$ cat src/rtl/lmsc_pkg.sv
// Shared types, codes and geometry helpers for the LED matrix scan controller.
// Used by the frame store, the scan sequencer, the top level and the testbench; depends on nothing else.
`default_nettype none

package lmsc_pkg;

    localparam int FRAME_BYTES_DEF = 1024;

    // Command codes carried by an input word.
    localparam logic [1:0] CMD_WRITE = 2'd0;
    localparam logic [1:0] CMD_SHIFT = 2'd1;
    localparam logic [1:0] CMD_SWAP  = 2'd2;

    // Configuration register indexes.
    localparam logic [2:0] CFG_PANEL_KIND    = 3'd0;
    localparam logic [2:0] CFG_PANELS_ACROSS = 3'd1;
    localparam logic [2:0] CFG_PANELS_DOWN   = 3'd2;
    localparam logic [2:0] CFG_PANEL_WIDTH   = 3'd3;
    localparam logic [2:0] CFG_PANEL_HEIGHT  = 3'd4;
    localparam logic [2:0] CFG_BRIGHTNESS    = 3'd5;
    localparam logic [2:0] CFG_DOUBLE_BUFFER = 3'd6;

    // Canvas geometry derived from the size registers.
    typedef struct packed {
        logic [7:0] stride;   // bytes per canvas row, 1..128
        logic [8:0] height;   // canvas rows, 1..256
        logic [4:0] units12;  // 16-row bands for quarter scan
        logic [3:0] units08;  // 32-row groups for sixteenth scan
    } t_geom;

    // One shift step as seen by the datapath.
    typedef struct packed {
        logic [7:0] row;
        logic [6:0] col;
        logic       rev;       // bit-reverse the fetched byte
        logic       inv;       // invert the fetched byte
        logic       last;      // last byte of the scan line
        logic [3:0] row_addr;  // scan row shown with the latch
    } t_step;

    function automatic t_geom geom_calc(input logic       kind,
                                        input logic [3:0] pa,
                                        input logic [2:0] pd,
                                        input logic [7:0] pw,
                                        input logic [6:0] ph);
        logic [3:0]  pa_s;
        logic [2:0]  pd_s;
        logic [7:0]  pw_s;
        logic [6:0]  ph_s;
        logic [10:0] width;
        logic [8:0]  height;
        t_geom       g;
        pa_s = (pa == 4'd0) ? 4'd1 : ((pa > 4'd8) ? 4'd8 : pa);
        pd_s = (pd == 3'd0) ? 3'd1 : ((pd > 3'd4) ? 3'd4 : pd);
        pw_s = (pw > 8'd128) ? 8'd128 : pw;
        ph_s = (ph > 7'd64) ? 7'd64 : ph;
        if (pw_s == 8'd0 || ph_s == 7'd0) begin
            pw_s = kind ? 8'd64 : 8'd32;
            ph_s = 7'd16;
        end
        width     = {7'd0, pa_s} * {3'd0, pw_s};
        height    = {6'd0, pd_s} * {2'd0, ph_s};
        g.stride  = 8'(({1'b0, width} + 12'd7) >> 3);
        g.height  = height;
        g.units12 = 5'(({1'b0, height} + 10'd15) >> 4);
        g.units08 = 4'(({1'b0, height} + 10'd31) >> 5);
        return g;
    endfunction

    function automatic logic [7:0] rev8(input logic [7:0] v);
        logic [7:0] r;
        for (int i = 0; i < 8; i++) begin
            r[i] = v[7 - i];
        end
        return r;
    endfunction

endpackage

`default_nettype wire

$ cat src/rtl/lmsc_scan_seq.sv
// Scan position counters: phase, band, column and subrow, stepped once per shift.
// Uses lmsc_pkg for the geometry and step structs.
`default_nettype none

module lmsc_scan_seq
    import lmsc_pkg::*;
(
    input  wire logic  i_clk,
    input  wire logic  i_rst_n,
    input  wire t_geom i_geom,
    input  wire logic  i_kind,
    input  wire logic  i_step,
    input  wire logic  i_restart,
    output t_step      o_step
);

    logic [3:0] r_phase, n_phase;
    logic [3:0] r_band, n_band;
    logic [6:0] r_col, n_col;
    logic [1:0] r_sub, n_sub;
    logic       r_flip, n_flip;

    logic       w_wrap;
    logic [3:0] w_b;
    logic [6:0] w_c;
    logic [1:0] w_s;
    logic [1:0] w_p;
    logic       w_flip;
    logic       w_col_last;
    logic       w_band_last;
    logic       w_last;

    always_comb begin
        // Counters that fall outside the current geometry restart the line.
        if (i_kind) begin
            w_wrap = ({1'b0, r_col} >= i_geom.stride) || (r_band >= i_geom.units08);
        end else begin
            w_wrap = ({1'b0, r_col} >= i_geom.stride) || ({1'b0, r_band} >= i_geom.units12);
        end
        w_b = w_wrap ? 4'd0 : r_band;
        w_c = w_wrap ? 7'd0 : r_col;
        w_s = w_wrap ? 2'd0 : r_sub;
        w_p = r_phase[1:0];

        w_col_last = (({1'b0, w_c} + 8'd1) == i_geom.stride);
        if (i_kind) begin
            w_band_last = (({1'b0, w_b} + 5'd1) == {1'b0, i_geom.units08});
        end else begin
            w_band_last = (({1'b0, w_b} + 5'd1) == i_geom.units12);
        end

        // A quarter-scan line starts on the band type chosen by height bit 4.
        if (w_b == 4'd0 && w_c == 7'd0 && w_s == 2'd0) begin
            w_flip = ~i_geom.height[4];
        end else begin
            w_flip = r_flip;
        end

        n_phase = r_phase;
        n_band  = w_b;
        n_col   = w_c;
        n_sub   = w_s;
        n_flip  = r_flip;

        if (i_kind) begin
            w_last          = w_band_last && w_col_last;
            o_step.row      = {w_b[2:0], 1'b0, r_phase};
            o_step.col      = w_c;
            o_step.rev      = 1'b0;
            o_step.inv      = 1'b1;
            o_step.row_addr = r_phase;
            if (w_col_last) begin
                n_col  = 7'd0;
                n_band = w_band_last ? 4'd0 : w_b + 4'd1;
            end else begin
                n_col = w_c + 7'd1;
            end
            if (w_last) begin
                n_phase = r_phase + 4'd1;
            end
        end else begin
            w_last = w_band_last && w_col_last && (w_s == 2'd3);
            // Plain bands walk rows +12, +8, +4, +0; flipped bands the mirror order.
            if (w_flip) begin
                o_step.row = {w_b, w_s, ~w_p};
                o_step.col = 7'(i_geom.stride - 8'd1 - {1'b0, w_c});
            end else begin
                o_step.row = {w_b, ~w_s, w_p};
                o_step.col = w_c;
            end
            o_step.rev      = w_flip;
            o_step.inv      = 1'b0;
            o_step.row_addr = {2'b00, w_p};
            n_flip          = w_flip;
            n_sub           = w_s + 2'd1;
            if (w_s == 2'd3) begin
                if (w_col_last) begin
                    n_col  = 7'd0;
                    n_flip = ~w_flip;
                    n_band = w_band_last ? 4'd0 : w_b + 4'd1;
                end else begin
                    n_col = w_c + 7'd1;
                end
            end
            if (w_last) begin
                n_phase = {2'b00, w_p + 2'd1};
            end
        end
        o_step.last = w_last;
    end

    always_ff @(posedge i_clk) begin
        if (!i_rst_n) begin
            r_phase <= 4'd0;
            r_band  <= 4'd0;
            r_col   <= 7'd0;
            r_sub   <= 2'd0;
            r_flip  <= 1'b0;
        end else if (i_restart) begin
            r_band <= 4'd0;
            r_col  <= 7'd0;
            r_sub  <= 2'd0;
        end else if (i_step) begin
            r_phase <= n_phase;
            r_band  <= n_band;
            r_col   <= n_col;
            r_sub   <= n_sub;
            r_flip  <= n_flip;
        end
    end

endmodule

`default_nettype wire

$ cat config.mk
export PLATFORM = sky130hd
export DESIGN_NAME = lmsc_scan_seq
export DESIGN_NICKNAME = d
export VERILOG_FILES = /design/src/rtl/lmsc_pkg.sv /design/src/rtl/lmsc_scan_seq.sv
export SDC_FILE = /design/constraint.sdc
export NUM_CORES = 1
export LEC_CHECK = 0
export CAP_MARGIN = 20
export CORE_ASPECT_RATIO = 0.75
export CORE_UTILIZATION = 53
export DETAILED_ROUTE_END_ITERATION = 7
export DONT_BUFFER_PORTS = 1
export GPL_TIMING_DRIVEN = 0
export PLACE_DENSITY = 0.68
export SLEW_MARGIN = 30
export SYNTH_ARGS = -nofsm -noshare
export SYNTH_HDL_FRONTEND = slang
export SYNTH_SLANG_ARGS = --single-unit
$ cat constraint.sdc
create_clock -name i_clk -period 6 [get_ports i_clk]
set_input_delay 0.9 -clock i_clk [delete_from_list [all_inputs] [get_ports i_clk]]
set_output_delay 0.9 -clock i_clk [all_outputs]
set_load 0.02 [all_outputs]
==> flow_summary.yaml, run 1 <==
status:
  status: "finished, final reports clean"
sta:
  final-hold-violation-count: 0
  max_slew.worst_pin.slew_ns: 0.6341
  timing.hold.ws_ns: 0.4696
  clock_skew_ns: 0.004706
  rsz0062_at_grt: "no"
  timing.fmax_mhz: 177.4
  fin_crit_ns: 5.638
  slew_viol_final: 0
  setup_viol: 0
  fin_crit_sh_pct: 93.97
  slew-limit-headroom_pct: 57.28
placed_design:
  gp_congestion: 0.8608
  port_buffers: 0
  hpwl_um: 5142
setup_path:
  reg2reg_slack_ns: 1.20
  max_stage_delay_ns: 0.35
  reg2regPathDepth: 18
  cpMaxStageDelayCell: "nand3_2"
  startpoint_type: "input pin"
  startpoint: "i_geom[23]"
  crit_buf_inv: 3
  reg2reg_to: "r_phase[2]"
  path_max_fanout: 16
  cp_cell_sequence: "inv_1, ha_1, a21o_1, a21oi_1, o32ai_2, nor2_4, nand2_1, inv_1, ha_1, and3_1, and3_1, xor2_1, o211a_1, o32ai_2, nand3_2, nor3_1, buf_4"
  critPathKind: "input pin to output pin"
  crit_path_end_kind: "output pin"
  crit_cells: 17
  required_ns: 5.10
  worstPathArrival_ns: 4.74
  crit_path_end: "o_step[4]"
  r2r-start: "r_col[0]"
  cp_top_family: "simple AND/OR/NAND/NOR gates"
detailed_routing:
  vias_per_cell: 6.225
  num_vias: 2403
  drc: 0
  drt_iter0_drc: 165
  dr.pass1.iters: 5
  routed_wl_um: 6428
  antenna_left: 0
  avgRoutedWirePerCell_um: 16.65
synthesis:
  syn_area_um2: 2527
  netlist_instances: 326
  synth_area_per_cell_um2: 7.753
  syn-num-nets: 386
  ys_seq_elements: 18
  synth_edf_count: 0
  ys_types: 62
  synth_ff_type: "dfxtp_1"
  seq_area_frac_synth_pct: 14.26
  async_flop_share_pct: 0
  ys_warn_count: 0
floorplanning:
  rows: 21
  io_pins: 53
  die_y_um: 61.81
  start_util_pct: 55.92
  dieArea_um2: 5052
  dieWidth_um: 81.74
  core_area_um2: 4519
clock_network:
  hold_buffers: 0
  cts_root_buf: "clkbuf_8"
  clk_latency_ns: 0.26
  post_cts_resized: 2
  cts_buffers: 3
  cts.clk_slew.worst_paths_ns: 0.07
  cts_sinks: 18
  cts_tree: "built"
  h-tree-depth: 1
  ctsLongestPathBuffers: 2
  postCtsSetupBuffers: 0
global_route:
  grt_start_max_net_pins: 11
  grt_use_total_pct: 26.40
  grt_first_pass_wirelength_um: 10030
  grt_pass1_vias: 2051
  overflow: 0
  antenna_found_initial: 0
cells_and_area:
  num-fill-cells: 438
  diodes: 0
  syn_to_final_growth_pct: 5.644
  finalNetCount: 390
  drive_gt1_share_pct: 8.815
power_and_ir_drop:
  power.density_nw_per_um2: 115.4
  p_leak_nw: 1.207
  power_mw: 0.3082
  ir_drop_mv: 0.1707
worst_hold_path:
  hold_depth: 2
  hold_class: "register to register"
job:
  max-cap-violations: 0
-- cells by family after synthesis --
kind of cell / count (synthesis) / synth area share [%]
fa+ha+maj: 29 / 14.65
xor+xnor: 26 / 10.64
buf+inv: 45 / 8.119
mux: 12 / 5.049
flops: 18 / 14.26
simple gates: 116 / 23.37
compound gates: 80 / 23.91
-- final cells by class --
cell class	count	area [um2]	share of cell area, %
Buffer	19	107.6	4.030
Clock buffer	4	55.05	2.062
Inverter	25	93.84	3.515
Multi-Input combinational cell	263	1982	74.23
Sequential cell	18	360.3	13.50
Tap cell	57	71.32	2.671
-- worst min-delay path by stage --
stage	start	end	slack [ns]
floorplan	r_phase[3]	r_phase[3]	0.44
global placement	r_phase[3]	r_phase[3]	0.46
detailed placement	r_phase[3]	r_phase[3]	0.47
CTS	r_phase[3]	r_phase[3]	0.48
global route	r_phase[3]	r_phase[3]	0.51
finish	r_phase[3]	r_phase[3]	0.47
-- synthesized netlist by cell type (3+ instances only) --
cell type / n / share of area [%]
a31oi_1: 4 / 0.99
a211oi_1: 4 / 1.2
mux2_2: 3 / 1.3
dfxtp_1: 18 / 14
nand3_1: 16 / 3.2
o21ai_1: 3 / 0.59
mux2i_1: 8 / 3.2
nor2_1: 24 / 3.6
or4_1: 4 / 1.2
nand2_1: 34 / 5.0
buf_4: 5 / 1.5
inv_1: 25 / 3.7
a22oi_1: 4 / 1.2
a21o_1: 9 / 2.7
xnor2_1: 12 / 4.2
a32oi_1: 4 / 1.4
o21ai_0: 10 / 2.0
nor3_1: 8 / 1.6
nor2b_1: 6 / 1.5
xnor3_1: 3 / 2.7
ha_1: 28 / 14
and3_1: 4 / 0.99
a21oi_1: 12 / 2.4
nand2b_1: 3 / 0.74
nand4_1: 5 / 1.2
clkbuf_1: 11 / 1.6
xor2_1: 11 / 3.8
-- where the power goes --
part / internal (mW) / switching (mW) / total, mW
sequential: 0.120 / 0.000695 / 0.121
clock: 0.0584 / 0.0443 / 0.103
combinational: 0.0327 / 0.0519 / 0.0846
-- through the flow --
| step | worst slack [ns] | setup TNS (ns) | instances | util, % | area (um2) |
|---|---|---|---|---|---|
| 2_1_floorplan | 0.6827 | 0 | 326 | - | 2527 |
| 3_3_place_gp | -0.2047 | -0.2047 | 383 | 57.50 | 2599 |
| 3_5_place_dp | -0.2967 | -0.2967 | 383 | 57.50 | 2599 |
| 4_1_cts | 0.1247 | 0 | 387 | 58.89 | 2661 |
| 5_1_grt | 0.03290 | 0 | 386 | 59.08 | 2670 |
| 6_report | 0.3616 | 0 | 386 | 59.08 | 2670 |
-- placed cells by master (no fill, tap or decap), types with 5 or more instances in the layout --
cell,synthesis,layout
a21o_1,9,9
a21oi_1,12,12
buf_4,5,5
clkbuf_1,11,10
dfxtp_1,18,18
ha_1,28,28
inv_1,25,25
mux2i_1,8,8
nand2_1,34,34
nand3_1,16,15
nand4_1,5,5
nor2_1,24,23
nor2b_1,6,6
nor3_1,8,8
o21ai_0,10,10
xnor2_1,12,12
xor2_1,11,11
-- registers in the layout, summed over array words and instances, names as in the netlist --
signal and cells:
r_band 4, r_col 7, r_phase 4, r_sub 2, r_flip 1
-- layer usage --
layer  share of wire [%]  track usage [%]
met2                  41            38.13
met5                   0                0
met3                 7.9            5.255
met4                0.26            2.757
met1                  51            41.00
-- worst min-delay path, stage by stage (launching register included) --
cell and delay (ns):
dfxtp_1 0.32, nand2_1 0.05, o21ai_0 0.06
(Power assumes the default switching activity.)
==> inputs of run 2 (changes only) <==
--- a/config.mk
+++ b/config.mk
@@ -5,6 +5,7 @@
 export SDC_FILE = /design/constraint.sdc
 export NUM_CORES = 1
 export LEC_CHECK = 0
+export ABC_AREA = 1
 export CAP_MARGIN = 20
 export CORE_ASPECT_RATIO = 0.75
 export CORE_UTILIZATION = 53
@@ -12,7 +13,6 @@
 export DONT_BUFFER_PORTS = 1
 export GPL_TIMING_DRIVEN = 0
 export PLACE_DENSITY = 0.68
-export SLEW_MARGIN = 30
 export SYNTH_ARGS = -nofsm -noshare
 export SYNTH_HDL_FRONTEND = slang
 export SYNTH_SLANG_ARGS = --single-unit
==> run 2 against run 1 <==
The run now ends with DRC left. Final area grew 5.3%. Synthesized cell count grew 35%. Register-to-register slack gained 0.97 ns. Via count grew 12%. Clock skew grew 0.0013 ns. Sequential share of layout area shrank 0.68 points. Clock power is essentially flat. Sequential power grew 4%. Non-clock buffer count shrank 7. Largest cell class unchanged.
==> flow_summary.yaml, run 2 <==
placed_design:
  gp_congestion: 0.8966
  dp_slack_ns: 0.8815
  port_buffers: 0
  hpwl_um: 5560
  place_inst: 499
synthesis:
  yosys.area.top_type_share_pct: 14.84
  synth_area_per_cell_um2: 6.108
  async_flop_share_pct: 0
  synth_ff_type: "dfxtp_1"
  seq_area_frac_synth_pct: 13.44
  synth_top_area_cell: "nand2_1"
  netlist_instances: 439
  ys_seq_elements: 18
  syn-num-nets: 499
  ys_types: 41
  ys_warn_count: 0
  synthMostInstantiatedCell: "nand2_1"
  ys_top_cells_by_area: "nand2_1 15%, dfxtp_1 13%, ha_1 13%, inv_1 10%, nor2_1 6.0%"
  syn_area_um2: 2681
  synth_edf_count: 0
  synth_commonest_cells: "106 x nand2_1, 75 x inv_1, 43 x nor2_1"
detailed_routing:
  drt_iter0_drc: 151
  antenna_left: 0
  dr.pass1.iters: 6
  vias_per_cell: 5.350
  drc: 4
  avgRoutedWirePerCell_um: 13.39
  num_vias: 2691
  routed_wl_um: 6734
worst_hold_path:
  hold_class: "register to register"
clock_network:
  clk_latency_ns: 0.26
  cts.clk_slew.worst_paths_ns: 0.07
  ctsLongestPathBuffers: 2
  h-tree-depth: 1
  postCtsSetupBuffers: 0
  post_cts_resized: 0
  hold_buffers: 0
  cts_tree: "built"
  cts_sinks: 18
  cts_root_buf: "clkbuf_8"
  cts_buffers: 3
sta:
  slew_viol_final: 0
  fin_tns_setup_ns: 0
  final-hold-violation-count: 0
  timing.fmax_mhz: 194.2
  layout_setup_ws_ns: 0.8498
  fin_crit_sh_pct: 85.84
  setup_viol: 0
  rsz0062_at_grt: "no"
  max_slew.worst_pin.slew_ns: 0.7070
  fin_crit_ns: 5.150
  clock_skew_ns: 0.005968
  slew-limit-headroom_pct: 52.37
cells_and_area:
  reg_top3: "r_col (7), r_band (4), r_phase (4)"
  top_register: "r_col"
  diodes: 0
  layout_common_cells: "106 x nand2_1, 75 x inv_1, 43 x nor2_1, 30 x nand3_1, 30 x o21ai_0"
  finalNetCount: 504
  post-route-util_pct: 57.70
  largest_reg_flops: 7
  drive_gt1_share_pct: 12.42
  finalNonFillerCells: 503
  final_common_cell: "nand2_1"
  syn_to_final_growth_pct: 4.853
setup_path:
  crit_path_end_kind: "output pin"
  path_max_fanout: 6
  cpMostUsedCell: "nand2_1"
  cp_cell_sequence: "inv_1, ha_1, nand2_1, nand2_1, nor2_1, nand2_1, a21oi_2, nand3_2, nor2_1, inv_1, ha_1, fa_1, a21oi_1, o21bai_1, nand2_1, nand2_1, a21oi_1, xor2_1, nor2_1, xor2_1"
  startpoint_type: "input pin"
  worstPathArrival_ns: 4.25
  critPathKind: "input pin to output pin"
  reg2reg_slack_ns: 2.17
  required_ns: 5.10
  max_stage_delay_ns: 0.42
  cpMaxStageDelayCell: "fa_1"
floorplanning:
  dieWidth_um: 84.13
  die_y_um: 63.60
  core_area_um2: 4872
  rows: 22
  start_util_pct: 55.03
  dieArea_um2: 5351
  io_pins: 53
job:
  max-cap-violations: 0
power_and_ir_drop:
  power_mw: 0.3886
  power.density_nw_per_um2: 138.2
  p_leak_nw: 1.497
  ir_drop_mv: 0.1285
global_route:
  grt_pass1_vias: 2427
  grt_use_total_pct: 26.41
  grt_first_pass_wirelength_um: 11340
  overflow: 0
  grt_start_max_net_pins: 11
  antenna_found_initial: 0
status:
  status: "finished with violations"
  violations: "DRC"
[run 2: changes by cell type in the layout (fill, tap and decap cells not counted), sizes merged, moves of 9 or more]
| cell | previous run | this run |
|---|---|---|
| nand2 | 34 | 120 |
| o21ai | 13 | 32 |
| nor2 | 24 | 51 |
| nand3 | 17 | 36 |
| xnor2 | 12 | 3 |
| inv | 25 | 81 |
| a21o | 9 | 0 |
| a21oi | 12 | 25 |
[run 2: metrics by stage]
stage          cell area, um2  hold WS, ns
3_5_place_dp             2756       0.4611
4_1_cts                  2811       0.4735
5_1_grt                  2811       0.5087
6_report                 2811       0.4673
2_1_floorplan            2681       0.4453
3_3_place_gp             2756       0.4544
[run 2: layer usage]
metal / global-route usage, % / wire length [um] / vias up
met5: 0 / 0 / -
met4: 3.017 / 31 / 0
met3: 4.063 / 412 / 4
met2: 41.70 / 2869 / 79
met1: 38.69 / 3420 / 1211
li1: - / - / 1397
[run 2: cell type report]
cell class,count,area [um2]
well taps,60,75.07
inverters,82,307.8
plain buffers,12,81.33
fillers,517,2061
flip-flops and latches,18,360.3
clock buffers,4,55.05
multi-input cells,327,1932
[run 2: power breakdown]
| group | total (mW) | internal [mW] | switching [mW] |
|---|---|---|---|
| registers | 0.126 | 0.123 | 0.00358 |
| logic | 0.158 | 0.0492 | 0.108 |
| clock network | 0.105 | 0.0585 | 0.0465 |
| total | 0.389 | 0.230 | 0.158 |
[run 2: critical path: cells and delay by family]
| family | cells | cell delay [ns] |
|---|---|---|
| simple gates | 9 | 1.06 |
| fa+ha+maj | 3 | 0.95 |
| compound gates | 4 | 0.62 |
| xor+xnor | 2 | 0.56 |
| buf+inv | 2 | 0.16 |
[run 2: path summary, 6_finish.rpt]
check                   from    endpoint  cells past startpoint
hold / removal      r_sub[1]    r_sub[1]                      2
setup / recovery  i_geom[21]  o_step[13]                     20
hold reg to reg     r_sub[1]    r_sub[1]                      2
setup reg to reg    r_col[3]   r_band[0]                     25
[run 2: cell families after synthesis]
kind of cell	after synthesis	share of synthesized area, %
adders and majority gates	29	13.81
AOI/OAI and AO/OA	65	13.39
and+or+nand+nor	223	41.53
muxes	1	0.3733
DFF	18	13.44
xor gates and xnor gates	9	2.940
buffers and inverters	94	14.51
==> inputs of run 3 (changes only) <==
--- a/config.mk
+++ b/config.mk
@@ -7,10 +7,12 @@
 export LEC_CHECK = 0
 export ABC_AREA = 1
 export CAP_MARGIN = 20
-export CORE_ASPECT_RATIO = 0.75
+export CORE_ASPECT_RATIO = 2
 export CORE_UTILIZATION = 53
+export CTS_BUF_LIST = sky130_fd_sc_hd__clkbuf_4 sky130_fd_sc_hd__clkbuf_8
 export DETAILED_ROUTE_END_ITERATION = 7
 export DONT_BUFFER_PORTS = 1
+export GPL_ROUTABILITY_DRIVEN = 1
 export GPL_TIMING_DRIVEN = 0
 export PLACE_DENSITY = 0.68
 export SYNTH_ARGS = -nofsm -noshare
==> run 3 against run 2 <==
The run now ends clean. Clock power hardly changed. Combinational power barely moved. Via count shrank 0.71%. Die area grew 0.27%. Setup slack got worse by 0.033 ns. Global-route usage is 0.45 points higher. Final cell count down 0.60%. Routed wire length grew 1.9%. First-iteration DRC count is 61% lower. Sequential power hardly changed. Critical path depth stayed put. Sequential share of layout area about the same. Critical endpoint unchanged.
==> flow_summary.yaml, run 3 (same netlist as run 2, synthesis figures left out) <==
setup_path:
  cpMaxStageDelayCell: "fa_1"
  required_ns: 5.10
  cp_top_family: "simple AND/OR/NAND/NOR gates"
  crit_buf_inv: 2
  crit_cells: 20
  cp_cell_sequence: "inv_1, ha_1, nand2_1, nor2_1, nor2_1, nand2_1, a21oi_2, nand3_2, nor2_1, inv_1, ha_1, fa_1, a21oi_1, o21bai_1, nand2_1, nand2_1, a21oi_1, xor2_1, nor2_1, xor2_1"
  startpoint_type: "input pin"
  path_max_fanout: 6
  max_stage_delay_ns: 0.41
  worstPathArrival_ns: 4.28
  crit_path_end_kind: "output pin"
  critPathKind: "input pin to output pin"
  reg2regPathDepth: 23
power_and_ir_drop:
  p_leak_nw: 1.497
  power.density_nw_per_um2: 137.8
  ir_drop_mv: 0.1484
  power_mw: 0.3869
sta:
  timing.fmax_mhz: 192.9
  fin_crit_sh_pct: 86.39
  slew_viol_final: 0
  max_slew.worst_pin.slew_ns: 0.6880
  fin_crit_ns: 5.184
  fin_tns_setup_ns: 0
  slew-limit-headroom_pct: 53.65
  setup_viol: 0
  final-hold-violation-count: 0
  rsz0062_at_grt: "no"
  clock_skew_ns: 0.002865
global_route:
  grt_start_max_net_pins: 11
  grt_use_total_pct: 26.86
  antenna_found_initial: 0
  grt_pass1_vias: 2498
  grt_first_pass_wirelength_um: 10850
  overflow: 0
cells_and_area:
  largest_reg_flops: 7
  layout_common_cells: "106 x nand2_1, 75 x inv_1, 43 x nor2_1, 30 x nand3_1, 30 x o21ai_0"
  top_register: "r_col"
  drive_gt1_share_pct: 12.42
  syn_to_final_growth_pct: 4.713
  fin_area_um2: 2808
  finalNetCount: 504
  diodes: 0
  post-route-util_pct: 57.72
  reg_top3: "r_col (7), r_band (4), r_phase (4)"
  final_common_cell: "nand2_1"
status:
  status: "finished, final reports clean"
placed_design:
  hpwl_um: 5824
  port_buffers: 0
  gp_congestion: 0.9057
  placed_area_um2: 2753
floorplanning:
  dieWidth_um: 52.30
  dieArea_um2: 5365
  die_y_um: 102.6
  io_pins: 53
  rows: 36
  core_area_um2: 4865
  start_util_pct: 55.12
detailed_routing:
  drc: 0
  vias_per_cell: 5.344
  num_vias: 2672
  routed_wl_um: 6864
  avgRoutedWirePerCell_um: 13.73
  antenna_left: 0
  dr.pass1.iters: 4
  drt_iter0_drc: 59
clock_network:
  clk_latency_ns: 0.26
  cts_root_buf: "clkbuf_8"
  cts_tree: "built"
  hold_buffers: 0
  cts_sinks: 18
  cts_buffers: 3
  ctsLongestPathBuffers: 2
  postCtsSetupBuffers: 0
  cts.clk_slew.worst_paths_ns: 0.08
  post_cts_resized: 0
  h-tree-depth: 1
job:
  max-cap-violations: 0
worst_hold_path:
  hold_class: "register to register"
  hold_depth: 2
==> run 3: layer usage <==
metal / vias to the layer above / wire (um) / global-route usage [%]
li1: 1395 / - / -
met1: 1186 / 2521 / 25.73
met2: 70 / 3847 / 53.75
met3: 21 / 236 / 2.655
met4: 0 / 258 / 11.94
met5: - / 0 / 0
==> run 3: cell type report <==
class	instances	area [um2]
Fill cell	524	2057
Tap cell	57	71.32
Inverter	82	307.8
Clock buffer	4	55.05
Sequential cell	18	360.3
Multi-Input combinational cell	327	1932
Buffer	12	81.33
==> run 3: power breakdown <==
part | internal [mW] | switching, mW
clock | 0.0585 | 0.0463
sequential | 0.123 | 0.00347
combinational | 0.0491 | 0.107
==> run 3: metrics by stage <==
step | hold slack (ns) | setup slack, ns | cells
after floorplan | 0.4453 | 1.402 | 439
after global placement | 0.4559 | 0.8181 | 496
after detailed placement | 0.4598 | 0.8181 | 496
after CTS | 0.4714 | 0.8085 | 500
after global routing | 0.4869 | 0.5854 | 500
final | 0.4698 | 0.8165 | 500
==> run 3: worst paths after layout <==
path	from	endpoint	slack, ns
worst min register to register	r_sub[1]	r_sub[1]	0.47
worst min-delay path	r_sub[1]	r_sub[1]	0.47
worst max-delay path	i_geom[21]	o_step[13]	0.82
worst max register to register	r_col[3]	r_band[0]	2.15
==> run 3: worst register-to-register path: cells and delay by family (launching register included) <==
kind	cells	cell delay, ns
xor gates and xnor gates	1	0.15
and+or+nand+nor	15	1.84
buffers and inverters	4	0.31
DFF	1	0.52
AOI/OAI and AO/OA	1	0.28
adders and majority gates	2	0.66
